File: src/hw/rtl/nmt_pkg.sv
// Package with the types and constants shared by the named mutex table.
package nmt_pkg;

	localparam int SlotCountDef = 16;
	localparam int WaitDepthDef = 8;
	localparam int ProcessIdsDef = 256;

	typedef enum logic [1:0] {
		REQ_OPEN   = 2'd0,
		REQ_CLOSE  = 2'd1,
		REQ_LOCK   = 2'd2,
		REQ_UNLOCK = 2'd3
	} req_e_t;

	typedef enum logic [1:0] {
		ST_OK        = 2'd0,
		ST_NOT_OPEN  = 2'd1,
		ST_FULL      = 2'd2,
		ST_WAIT_FULL = 2'd3
	} status_e_t;

	localparam logic [2:0] EV_ACK      = 3'd0;
	localparam logic [2:0] EV_GRANTED  = 3'd1;
	localparam logic [2:0] EV_BLOCKED  = 3'd2;
	localparam logic [2:0] EV_WOKEN    = 3'd3;
	localparam logic [2:0] EV_RELEASED = 3'd4;

	typedef struct packed {
		logic [1:0]  req_type;
		logic [63:0] name_tag;
		logic [3:0]  slot_key;
		logic [7:0]  caller_id;
	} req_t;

	typedef struct packed {
		logic [1:0] status;
		logic [2:0] event_res;
		logic [3:0] slot_out;
		logic [7:0] process_out;
		logic       last;
	} res_t;

	typedef enum logic [2:0] {
		BK_IDLE,
		BK_SCAN,
		BK_EXEC,
		BK_READ,
		BK_EMIT,
		BK_DRAIN
	} bk_state_t;

endpackage

File: src/hw/rtl/nmt_front.sv
// Front part: takes requests, reduces the caller id and queues them for the back part.
module nmt_front #(
	parameter int PROCESS_IDS = 256
) (
	input  logic          clk,
	input  logic          arst_n,
	input  logic          push,
	output logic          full,
	input  nmt_pkg::req_t req_in,
	output logic          req_valid,
	input  logic          req_take,
	output nmt_pkg::req_t req_out
);
	import nmt_pkg::*;

	localparam int Depth = 2;

	// Every 8-bit caller id folded into the id range, worked out at elaboration.
	function automatic logic [2047:0] mod_table();
		logic [2047:0] t;
		for (int i = 0; i < 256; i++)
			t[i*8 +: 8] = 8'(i % PROCESS_IDS);
		return t;
	endfunction

	localparam logic [2047:0] ModTable = mod_table();

	req_t       buf_q [Depth];
	logic       wr_q, rd_q;
	logic [1:0] cnt_q;
	req_t       cooked;

	always_comb begin
		cooked = req_in;
		cooked.caller_id = ModTable[{req_in.caller_id, 3'b000} +: 8];
	end

	assign full = (cnt_q == 2'(Depth));
	assign req_valid = (cnt_q != 2'd0);
	assign req_out = buf_q[rd_q];

	always_ff @(posedge clk) begin
		if (push && !full)
			buf_q[wr_q] <= cooked;
	end

	always_ff @(posedge clk or negedge arst_n) begin
		if (!arst_n) begin
			wr_q <= 1'b0;
			rd_q <= 1'b0;
			cnt_q <= 2'd0;
		end else begin
			if (push && !full)
				wr_q <= ~wr_q;
			if (req_valid && req_take)
				rd_q <= ~rd_q;
			cnt_q <= cnt_q + 2'(push && !full) - 2'(req_valid && req_take);
		end
	end
endmodule

File: src/hw/rtl/nmt_back.sv
// Back part: the slot table, the waiter memory and the sequencer that carries out requests.
module nmt_back #(
	parameter int SLOT_COUNT = 16,
	parameter int WAIT_DEPTH = 8
) (
	input  logic          clk,
	input  logic          arst_n,
	input  logic          req_valid,
	output logic          req_take,
	input  nmt_pkg::req_t req_in,
	output logic          res_valid,
	input  logic          res_take,
	output nmt_pkg::res_t res_out
);
	import nmt_pkg::*;

	localparam int SW = (SLOT_COUNT > 1) ? $clog2(SLOT_COUNT) : 1;
	localparam int WW = (WAIT_DEPTH > 1) ? $clog2(WAIT_DEPTH) : 1;
	localparam int CW = $clog2(WAIT_DEPTH + 1);
	localparam int MW = SW + WW;
	localparam int KW = (SW > 4) ? SW : 4;
	// Each slot owns a power-of-two block of the waiter memory.
	localparam int WaitEntries = SLOT_COUNT * (1 << WW);

	logic [SLOT_COUNT-1:0] open_q, locked_q;
	logic [63:0]           tag_mem [SLOT_COUNT];
	logic [7:0]            wait_mem [WaitEntries];
	logic [WW-1:0]         head_q [SLOT_COUNT];
	logic [CW-1:0]         count_q [SLOT_COUNT];

	bk_state_t   state_q, state_d;
	req_t        req_q;
	logic [SW-1:0] idx_q;
	logic [63:0] tag_rd_q;
	logic [7:0]  wait_rd_q;
	logic        rd_en;
	logic [MW-1:0] rd_addr;
	logic        scan_last;

	// Result register: one result waits here while the sequencer holds.
	res_t res_q;
	logic res_full_q;
	logic res_load;
	res_t res_d;

	assign res_valid = res_full_q;
	assign res_out = res_q;

	logic [KW-1:0] key_ext;
	logic          key_ok;
	logic [SW-1:0] key_s;
	assign key_ext = KW'(req_q.slot_key);
	assign key_ok = (32'(key_ext) < SLOT_COUNT) && open_q[key_s];
	assign key_s = SW'(key_ext);
	assign scan_last = (32'(idx_q) == SLOT_COUNT - 1);

	logic [WW-1:0] head_s, tail_s, head_nx;
	logic [CW-1:0] cnt_s;
	logic [WW:0]   tail_sum;
	assign head_s = head_q[key_s];
	assign cnt_s = count_q[key_s];
	assign tail_sum = (WW+1)'(head_s) + (WW+1)'(cnt_s);
	assign tail_s = (tail_sum >= (WW+1)'(WAIT_DEPTH)) ?
		WW'(tail_sum - (WW+1)'(WAIT_DEPTH)) : WW'(tail_sum);
	assign head_nx = (32'(head_s) == WAIT_DEPTH - 1) ? '0 : head_s + WW'(1);

	assign rd_addr = {key_s, head_s};

	always_ff @(posedge clk) begin
		tag_rd_q <= tag_mem[idx_q];
		if (rd_en)
			wait_rd_q <= wait_mem[rd_addr];
	end

	logic tag_wr, wait_wr;
	always_ff @(posedge clk) begin
		if (tag_wr)
			tag_mem[idx_q] <= req_q.name_tag;
		if (wait_wr)
			wait_mem[{key_s, tail_s}] <= req_q.caller_id;
	end

	// Table updates decided by the sequencer.
	logic claim, do_lock, do_unlock_free, do_pop, do_close, do_push;

	always_comb begin
		state_d = state_q;
		req_take = 1'b0;
		res_load = 1'b0;
		res_d = '0;
		rd_en = 1'b0;
		tag_wr = 1'b0;
		wait_wr = 1'b0;
		claim = 1'b0;
		do_lock = 1'b0;
		do_unlock_free = 1'b0;
		do_pop = 1'b0;
		do_close = 1'b0;
		do_push = 1'b0;
		res_d.slot_out = req_q.slot_key;
		res_d.last = 1'b1;
		case (state_q)
			BK_IDLE: begin
				req_take = req_valid;
				if (req_valid)
					state_d = (req_in.req_type == REQ_OPEN) ? BK_SCAN : BK_EXEC;
			end
			BK_SCAN: begin
				// Tag of idx_q is read through a register here, ready in BK_READ.
				state_d = BK_READ;
			end
			BK_READ: begin
				if (!res_full_q || res_take) begin
					res_d.slot_out = 4'(idx_q);
					if (!open_q[idx_q]) begin
						claim = 1'b1;
						tag_wr = 1'b1;
						res_load = 1'b1;
						state_d = BK_IDLE;
					end else if (tag_rd_q == req_q.name_tag) begin
						res_load = 1'b1;
						state_d = BK_IDLE;
					end else if (scan_last) begin
						res_d.status = ST_FULL;
						res_d.slot_out = 4'd0;
						res_load = 1'b1;
						state_d = BK_IDLE;
					end else begin
						state_d = BK_SCAN;
					end
				end
			end
			BK_EXEC: begin
				if (!res_full_q || res_take) begin
					if (!key_ok) begin
						res_d.status = ST_NOT_OPEN;
						res_load = 1'b1;
						state_d = BK_IDLE;
					end else begin
						case (req_q.req_type)
							REQ_LOCK: begin
								res_load = 1'b1;
								state_d = BK_IDLE;
								if (!locked_q[key_s]) begin
									do_lock = 1'b1;
									res_d.event_res = EV_GRANTED;
								end else if (32'(cnt_s) < WAIT_DEPTH) begin
									wait_wr = 1'b1;
									do_push = 1'b1;
									res_d.event_res = EV_BLOCKED;
									res_d.process_out = req_q.caller_id;
								end else begin
									res_d.status = ST_WAIT_FULL;
								end
							end
							REQ_UNLOCK: begin
								if (cnt_s != '0) begin
									rd_en = 1'b1;
									state_d = BK_EMIT;
								end else begin
									do_unlock_free = 1'b1;
									res_d.event_res = EV_RELEASED;
									res_load = 1'b1;
									state_d = BK_IDLE;
								end
							end
							default: begin
								// Close drains waiters one at a time through BK_DRAIN, then acks.
								if (cnt_s != '0) begin
									rd_en = 1'b1;
									state_d = BK_DRAIN;
								end else begin
									do_close = 1'b1;
									res_load = 1'b1;
									state_d = BK_IDLE;
								end
							end
						endcase
					end
				end
			end
			BK_EMIT: begin
				if (!res_full_q || res_take) begin
					do_pop = 1'b1;
					do_lock = 1'b1;
					res_d.event_res = EV_WOKEN;
					res_d.process_out = wait_rd_q;
					res_load = 1'b1;
					state_d = BK_IDLE;
				end
			end
			BK_DRAIN: begin
				if (!res_full_q || res_take) begin
					do_pop = 1'b1;
					res_d.event_res = EV_WOKEN;
					res_d.process_out = wait_rd_q;
					res_d.last = 1'b0;
					res_load = 1'b1;
					state_d = BK_EXEC;
				end
			end
			default: state_d = BK_IDLE;
		endcase
	end

	always_ff @(posedge clk) begin
		if (req_take)
			req_q <= req_in;
		if (res_load)
			res_q <= res_d;
	end

	always_ff @(posedge clk or negedge arst_n) begin
		if (!arst_n) begin
			state_q <= BK_IDLE;
			idx_q <= '0;
			res_full_q <= 1'b0;
			open_q <= '0;
			locked_q <= '0;
			for (int i = 0; i < SLOT_COUNT; i++) begin
				head_q[i] <= '0;
				count_q[i] <= '0;
			end
		end else begin
			state_q <= state_d;
			if (res_load)
				res_full_q <= 1'b1;
			else if (res_take)
				res_full_q <= 1'b0;
			if (req_take)
				idx_q <= '0;
			else if (state_q == BK_READ && state_d == BK_SCAN)
				idx_q <= idx_q + SW'(1);
			if (claim) begin
				open_q[idx_q] <= 1'b1;
				locked_q[idx_q] <= 1'b0;
				head_q[idx_q] <= '0;
				count_q[idx_q] <= '0;
			end
			if (do_lock)
				locked_q[key_s] <= 1'b1;
			if (do_unlock_free)
				locked_q[key_s] <= 1'b0;
			if (do_push)
				count_q[key_s] <= cnt_s + CW'(1);
			if (do_pop) begin
				head_q[key_s] <= head_nx;
				count_q[key_s] <= cnt_s - CW'(1);
			end
			if (do_close) begin
				open_q[key_s] <= 1'b0;
				head_q[key_s] <= '0;
			end
		end
	end
endmodule

File: src/hw/rtl/named_mutex_table_with_fifo_waiters.sv
// Top level of the named mutex table with FIFO wait queues.
// Requests enter a two-entry queue and are carried out one at a time by a
// sequencer over the slot table. Lock, unlock on a free queue and requests to
// a closed slot are settled in BK_EXEC; unlock with a waiter goes on to
// BK_EMIT, as the waiter is read from a registered memory. Open walks the
// table one slot at a time through BK_SCAN and BK_READ, for the registered
// tag read. Close gives one result per waiter, each through BK_DRAIN for the
// waiter memory read, plus a final ack. A result register holds the next
// result while the caller has not popped it.
module named_mutex_table_with_fifo_waiters #(
	parameter int SLOT_COUNT = nmt_pkg::SlotCountDef,
	parameter int WAIT_DEPTH = nmt_pkg::WaitDepthDef,
	parameter int PROCESS_IDS = nmt_pkg::ProcessIdsDef
) (
	input  logic          clk,
	input  logic          arst_n,
	input  logic          push,
	output logic          full,
	input  nmt_pkg::req_t req,
	output logic          empty,
	input  logic          pop,
	output nmt_pkg::res_t res
);
	import nmt_pkg::*;

	logic q_valid, q_take, r_valid;
	req_t q_req;

	nmt_front #(.PROCESS_IDS(PROCESS_IDS)) u_front (
		.clk(clk), .arst_n(arst_n), .push(push), .full(full), .req_in(req),
		.req_valid(q_valid), .req_take(q_take), .req_out(q_req)
	);

	nmt_back #(.SLOT_COUNT(SLOT_COUNT), .WAIT_DEPTH(WAIT_DEPTH)) u_back (
		.clk(clk), .arst_n(arst_n), .req_valid(q_valid), .req_take(q_take),
		.req_in(q_req), .res_valid(r_valid), .res_take(pop), .res_out(res)
	);

	assign empty = !r_valid;
endmodule

File: config.mk
export PLATFORM = sky130hd
export DESIGN_NAME = named_mutex_table_with_fifo_waiters
export DESIGN_NICKNAME = d
export VERILOG_FILES = /design/src/hw/rtl/nmt_pkg.sv /design/src/hw/rtl/nmt_front.sv /design/src/hw/rtl/nmt_back.sv /design/src/hw/rtl/named_mutex_table_with_fifo_waiters.sv
export SDC_FILE = /design/constraint.sdc
export NUM_CORES = 2
export LEC_CHECK = 0
export ABC_CLOCK_PERIOD_IN_PS = 36500
export BUFFER_PORTS_ARGS = -buffer_cell sky130_fd_sc_hd__buf_2
export CORE_ASPECT_RATIO = 0.6
export CORE_MARGIN = 5
export CORE_UTILIZATION = 30
export DETAILED_ROUTE_END_ITERATION = 16
export GPL_ROUTABILITY_DRIVEN = 0
export MAX_ROUTING_LAYER = met4
export PLACE_DENSITY = 0.5
export SYNTH_ARGS = -nofsm -noshare
export SYNTH_HDL_FRONTEND = slang
export SYNTH_SLANG_ARGS = --single-unit
File: constraint.sdc
create_clock -name clk -period 36.5 [get_ports clk]
set_input_delay 3.65 -clock clk [delete_from_list [all_inputs] [get_ports clk]]
set_output_delay 3.65 -clock clk [all_outputs]
set_load 0.02 [all_outputs]
==> results <==
- Counting I/O delays and the setup requirement, the final critical path takes 7.88 ns.
- Fill cells in the final layout number 30,882.
- The count of buffers added by post-CTS timing repair for setup is 0.
- For the worst-skew pair, the clock arrives at the later sink with an insertion delay of 0.91 ns.
- Clock tree synthesis inserted a total of 237 buffers.
- In the synthesized netlist the async set-or-reset flop fraction comes to 0.0617.
- The share of total power consumed by net switching is 0.281.
- The routed wirelength normalized by instance count is 27.9 um.
- The total overflow reported by the global router is 0.
- In this run the horizontal extent of the chip is 752 um.
- The count of endpoints failing hold in the final timing report is 0.
- The share of the cycle needed by the critical path after routing is 0.216.
- The pin count of the biggest net entering global routing is 142.
- The die covers 342,000 um2.
- The number of antenna violations at the first check in global routing is 22.
- The floorplan has 163 rows.
- Relative to the synthesized area, the layout overhead comes to 13.9%.
- The kind of end point of the critical path is a flop.
- The count of final setup violators is 0.
- The count of input and output buffers is 101.
- The top cell types in the final layout, fill and taps aside, are 2,308 x edfxtp_1, 505 x mux2i_1, 367 x mux4_2.
- The worst hold path belongs to the class flop to flop.
- The share of the Yosys chip area taken by registers is 0.752.
- The critical path data arrival time is 8.48 ns.
- The root buffer cell chosen for the clock tree is clkbuf_16.
- The sort of element at the start of the critical path is a flop.
- Synthesis produced a netlist with a net count of 5,386.
- The number of enable-type register cells in the synthesized netlist is 2,308.
- Timing would allow up to 127 MHz.
- The synthesized flop and latch total is 2,528.
- After clock tree synthesis, the clock-pin slew on the worst setup and hold paths is 0.07 ns.
- Headroom to the max-slew limit came out at 0.0416.
- Setup repair after global routing left no endpoint under its margin.
- The H-tree depth reported by CTS is 4.
- Among all flip-flop cells after synthesis, the most frequent one is edfxtp_1.
- After floorplanning, the core was sized to cover 329,000 um2.
- Detailed placement ended at an HPWL of 172 mm.
- The post-synthesis cell type count is 66.
- The largest driver fanout on the critical path is 141.
- The critical path required time is 37.10 ns.
- The final net count is 5,528.
- The mean cell area of the mapped netlist is 18.7 um2.
- After synthesis the cells add up to 99,000 um2.
- The count of cells resized by post-cts repair is 0.
- The die is 455 um tall.
- The wire length after detailed routing is 280 mm.
- Internal power comes to 5530 uW.
- In the routed layout, each cell is associated on average with a via count of 5.20.
- The peak ir drop on the vdd network is 0.0000601 V.
- The actual transition at the worst max-transition pin is 1.43 ns.
- In the synthesized netlist, the number of instances is 5,288.
- The DRC violation total after the first TritonRoute iteration is 6,491.
- The number of hold buffers added after cts is 0.
- The effective utilization at floorplan is 0.301.
- The via count of the first global-routing pass is 50,353.
- The flow ran to the end, and the final reports show no timing, DRC or antenna violations.
- The clock network fraction of total power is 0.338.
- The multi-input combinational cells in the finished layout cover a total of 23,100 um2.
- Dividing total power by cell area gives a power density of 68.2 nW/um2.
- The fraction of power consumed by sequential logic is 0.500.
- TritonCTS built the clock tree.
- The number of sinks on the clock net is 2,528.
- The total net switching power is 2160 uW.
- The static leakage is 0.0346 uW.
- The first detailed-routing pass took 6 iterations.
- The detailed-route via count is 52,004.
- The maximum clock skew at final layout is 0.0922 ns.
- Setup total negative slack on the finished layout was measured at 0 ns.
- The total routing resource utilization after global routing is 0.164.
- The first global-routing pass estimated 395 mm of wire.
- The number of slew-limit violations in the final report is 0.
- The proportion of layout cells with a drive suffix above 1 is 0.198.
- During I/O placement, the number of pins put on the boundary was 102.
- The deepest clock path buffer count is 4.
- The critical path in this run is classified as flop to flop.
- Hold is met by 0.499 ns.
- The number of DRC violations after detailed routing is 0.
- The reported max-cap violation count is 0.
- The Yosys step of the flow raised 0 warnings.
- The count of nets left with antenna violations once routing finished came out at 0.
- Registers take 74,500 um2.
- The most common library cell in the layout ignoring fill and taps is edfxtp_1.
- For this run, the share of the core covered by cells in the final layout is 0.343.
- The power share of the combinational group is 0.162.
## cells in the mapped netlist, drive strengths merged (4+ instances only)
master,n,share of area
nand4,139,0.0088
mux4,368,0.084
nor4,7,0.00059
o22ai,10,0.00063
a22oi,40,0.0030
nor2,220,0.0084
a21oi,99,0.0050
dfxtp,64,0.013
o31ai,4,0.00030
nor3,4,0.00025
and2,8,0.00051
nand2,212,0.0080
a221oi,34,0.0032
a21o,10,0.00076
nand2b,4,0.00025
o21ai,26,0.0013
a41oi,16,0.0014
mux2,110,0.013
a32oi,32,0.0028
nand3,220,0.011
buf,148,0.0082
nor4bb,8,0.00081
a31oi,75,0.0047
and3,4,0.00025
a22o,55,0.0049
edfxtp,2308,0.70
clkbuf,178,0.0067
mux2i,505,0.051
o2111ai,16,0.0014
xnor2,73,0.0065
o211ai,16,0.0012
nor2b,8,0.00051
ha,15,0.0019
a211oi,16,0.0012
inv,33,0.0013
dfrtp,156,0.039
a41o,16,0.0016
o41ai,8,0.00071
## cells by family (layout without fill, tap and decap cells)
| family | count (synthesis) | count (layout) | share of synthesized area |
|---|---|---|---|
| and+or+nand+nor | 844 | 844 | 0.0403 |
| xor gates and xnor gates | 76 | 76 | 0.00680 |
| muxes | 983 | 983 | 0.147 |
| other | 0 | 7 | 0 |
| DFF | 2528 | 2528 | 0.752 |
| AOI/OAI and AO/OA | 482 | 482 | 0.0351 |
| buffers and inverters | 359 | 701 | 0.0162 |
| adders and majority gates | 16 | 16 | 0.00210 |
## cell type report
| type | count | area share |
|---|---|---|
| diodes | 7 | 0.000155 |
| flip-flops and latches | 2528 | 0.661 |
| multi-input cells | 2401 | 0.204 |
| repair buffers | 229 | 0.0135 |
| well taps | 4372 | 0.0485 |
| inverters | 33 | 0.00154 |
| clock inverters | 142 | 0.0154 |
| clock buffers | 297 | 0.0558 |
## power by group through the flow
| stage | Clock, uW | Sequential (uW) | Combinational (uW) |
|---|---|---|---|
| final | 2600 | 3840 | 1240 |
| after global routing | 2780 | 3870 | 1320 |
| after CTS | 2660 | 3850 | 1260 |
| after detailed placement | 0 | 3910 | 1260 |
| after global placement | 0 | 3900 | 1250 |
| after floorplan | 0 | 3920 | 617 |
## state kept, by name, summed over array words and instances (netlist names)
register / cells
u_front.cnt_q: 2
u_front.buf_q: 156
u_back.open_q: 16
u_back.req_q: 74
u_back.key_ext: 4
u_front.rd_q: 1
u_front.wr_q: 1
u_back.tag_mem: 1024
u_back.state_q: 3
u_back.res_out: 18
u_back.locked_q: 16
u_back.res_valid: 1
u_back.tag_rd_q: 64
u_back.count_q: 64
u_back.wait_mem: 1024
u_back.head_q: 48
u_back.wait_rd_q: 8
u_back.idx_q: 4
## per-layer routing
metal	global-route usage	vias up	routed length, um
met5	-	-	0
met4	0.0269	0	4450
met3	0.0367	306	24400
met2	0.209	2188	110000
met1	0.265	27744	141000
li1	-	21766	-
## through the flow
step | worst slack [ns] | cell area (um2) | total power (uW) | std cells
finish | 28.62 | 113000 | 7690 | 10009
global route | 28.32 | 113000 | 7980 | 10004
CTS | 28.80 | 113000 | 7770 | 10002
detailed placement | 28.74 | 105000 | 5170 | 9563
global placement | 28.83 | 105000 | 5150 | 9563
floorplan | 24.95 | 99000 | 4530 | 5288
## path summary, 6_finish.rpt
path / startpoint / to / slack, ns / depth (start not counted)
max reg2reg: u_back.key_ext[1]$_DFFE_PP_ / u_back.wait_rd_q[5]$_DFFE_PP_ / 28.62 / 13
max in group asynchronous: arst_n / u_back.head_q[29]$_DFF_PN0_ / 32.22 / 2
min in group asynchronous: arst_n / u_back.count_q[4]$_DFF_PN0_ / 2.81 / 1
max: u_back.key_ext[1]$_DFFE_PP_ / u_back.wait_rd_q[5]$_DFFE_PP_ / 28.62 / 13
min: u_back.head_q[31]$_DFF_PN0_ / u_back.head_q[31]$_DFF_PN0_ / 0.50 / 1
min reg2reg: u_back.head_q[31]$_DFF_PN0_ / u_back.head_q[31]$_DFF_PN0_ / 0.50 / 1
## worst max-delay path, stage by stage, from the launching register on
cell      delay, ns
edfxtp_1       0.72
buf_4          0.46
buf_4          0.54
mux4_2         0.35
mux4_4         0.77
buf_12         0.71
buf_4          0.78
buf_4          0.87
mux2i_1        0.29
a31oi_1        0.14
a22oi_1        0.22
nand3_1        0.10
a211oi_1       1.17
nor4bb_1       0.15
No activity file was read; power rests on OpenSTA's default activity.
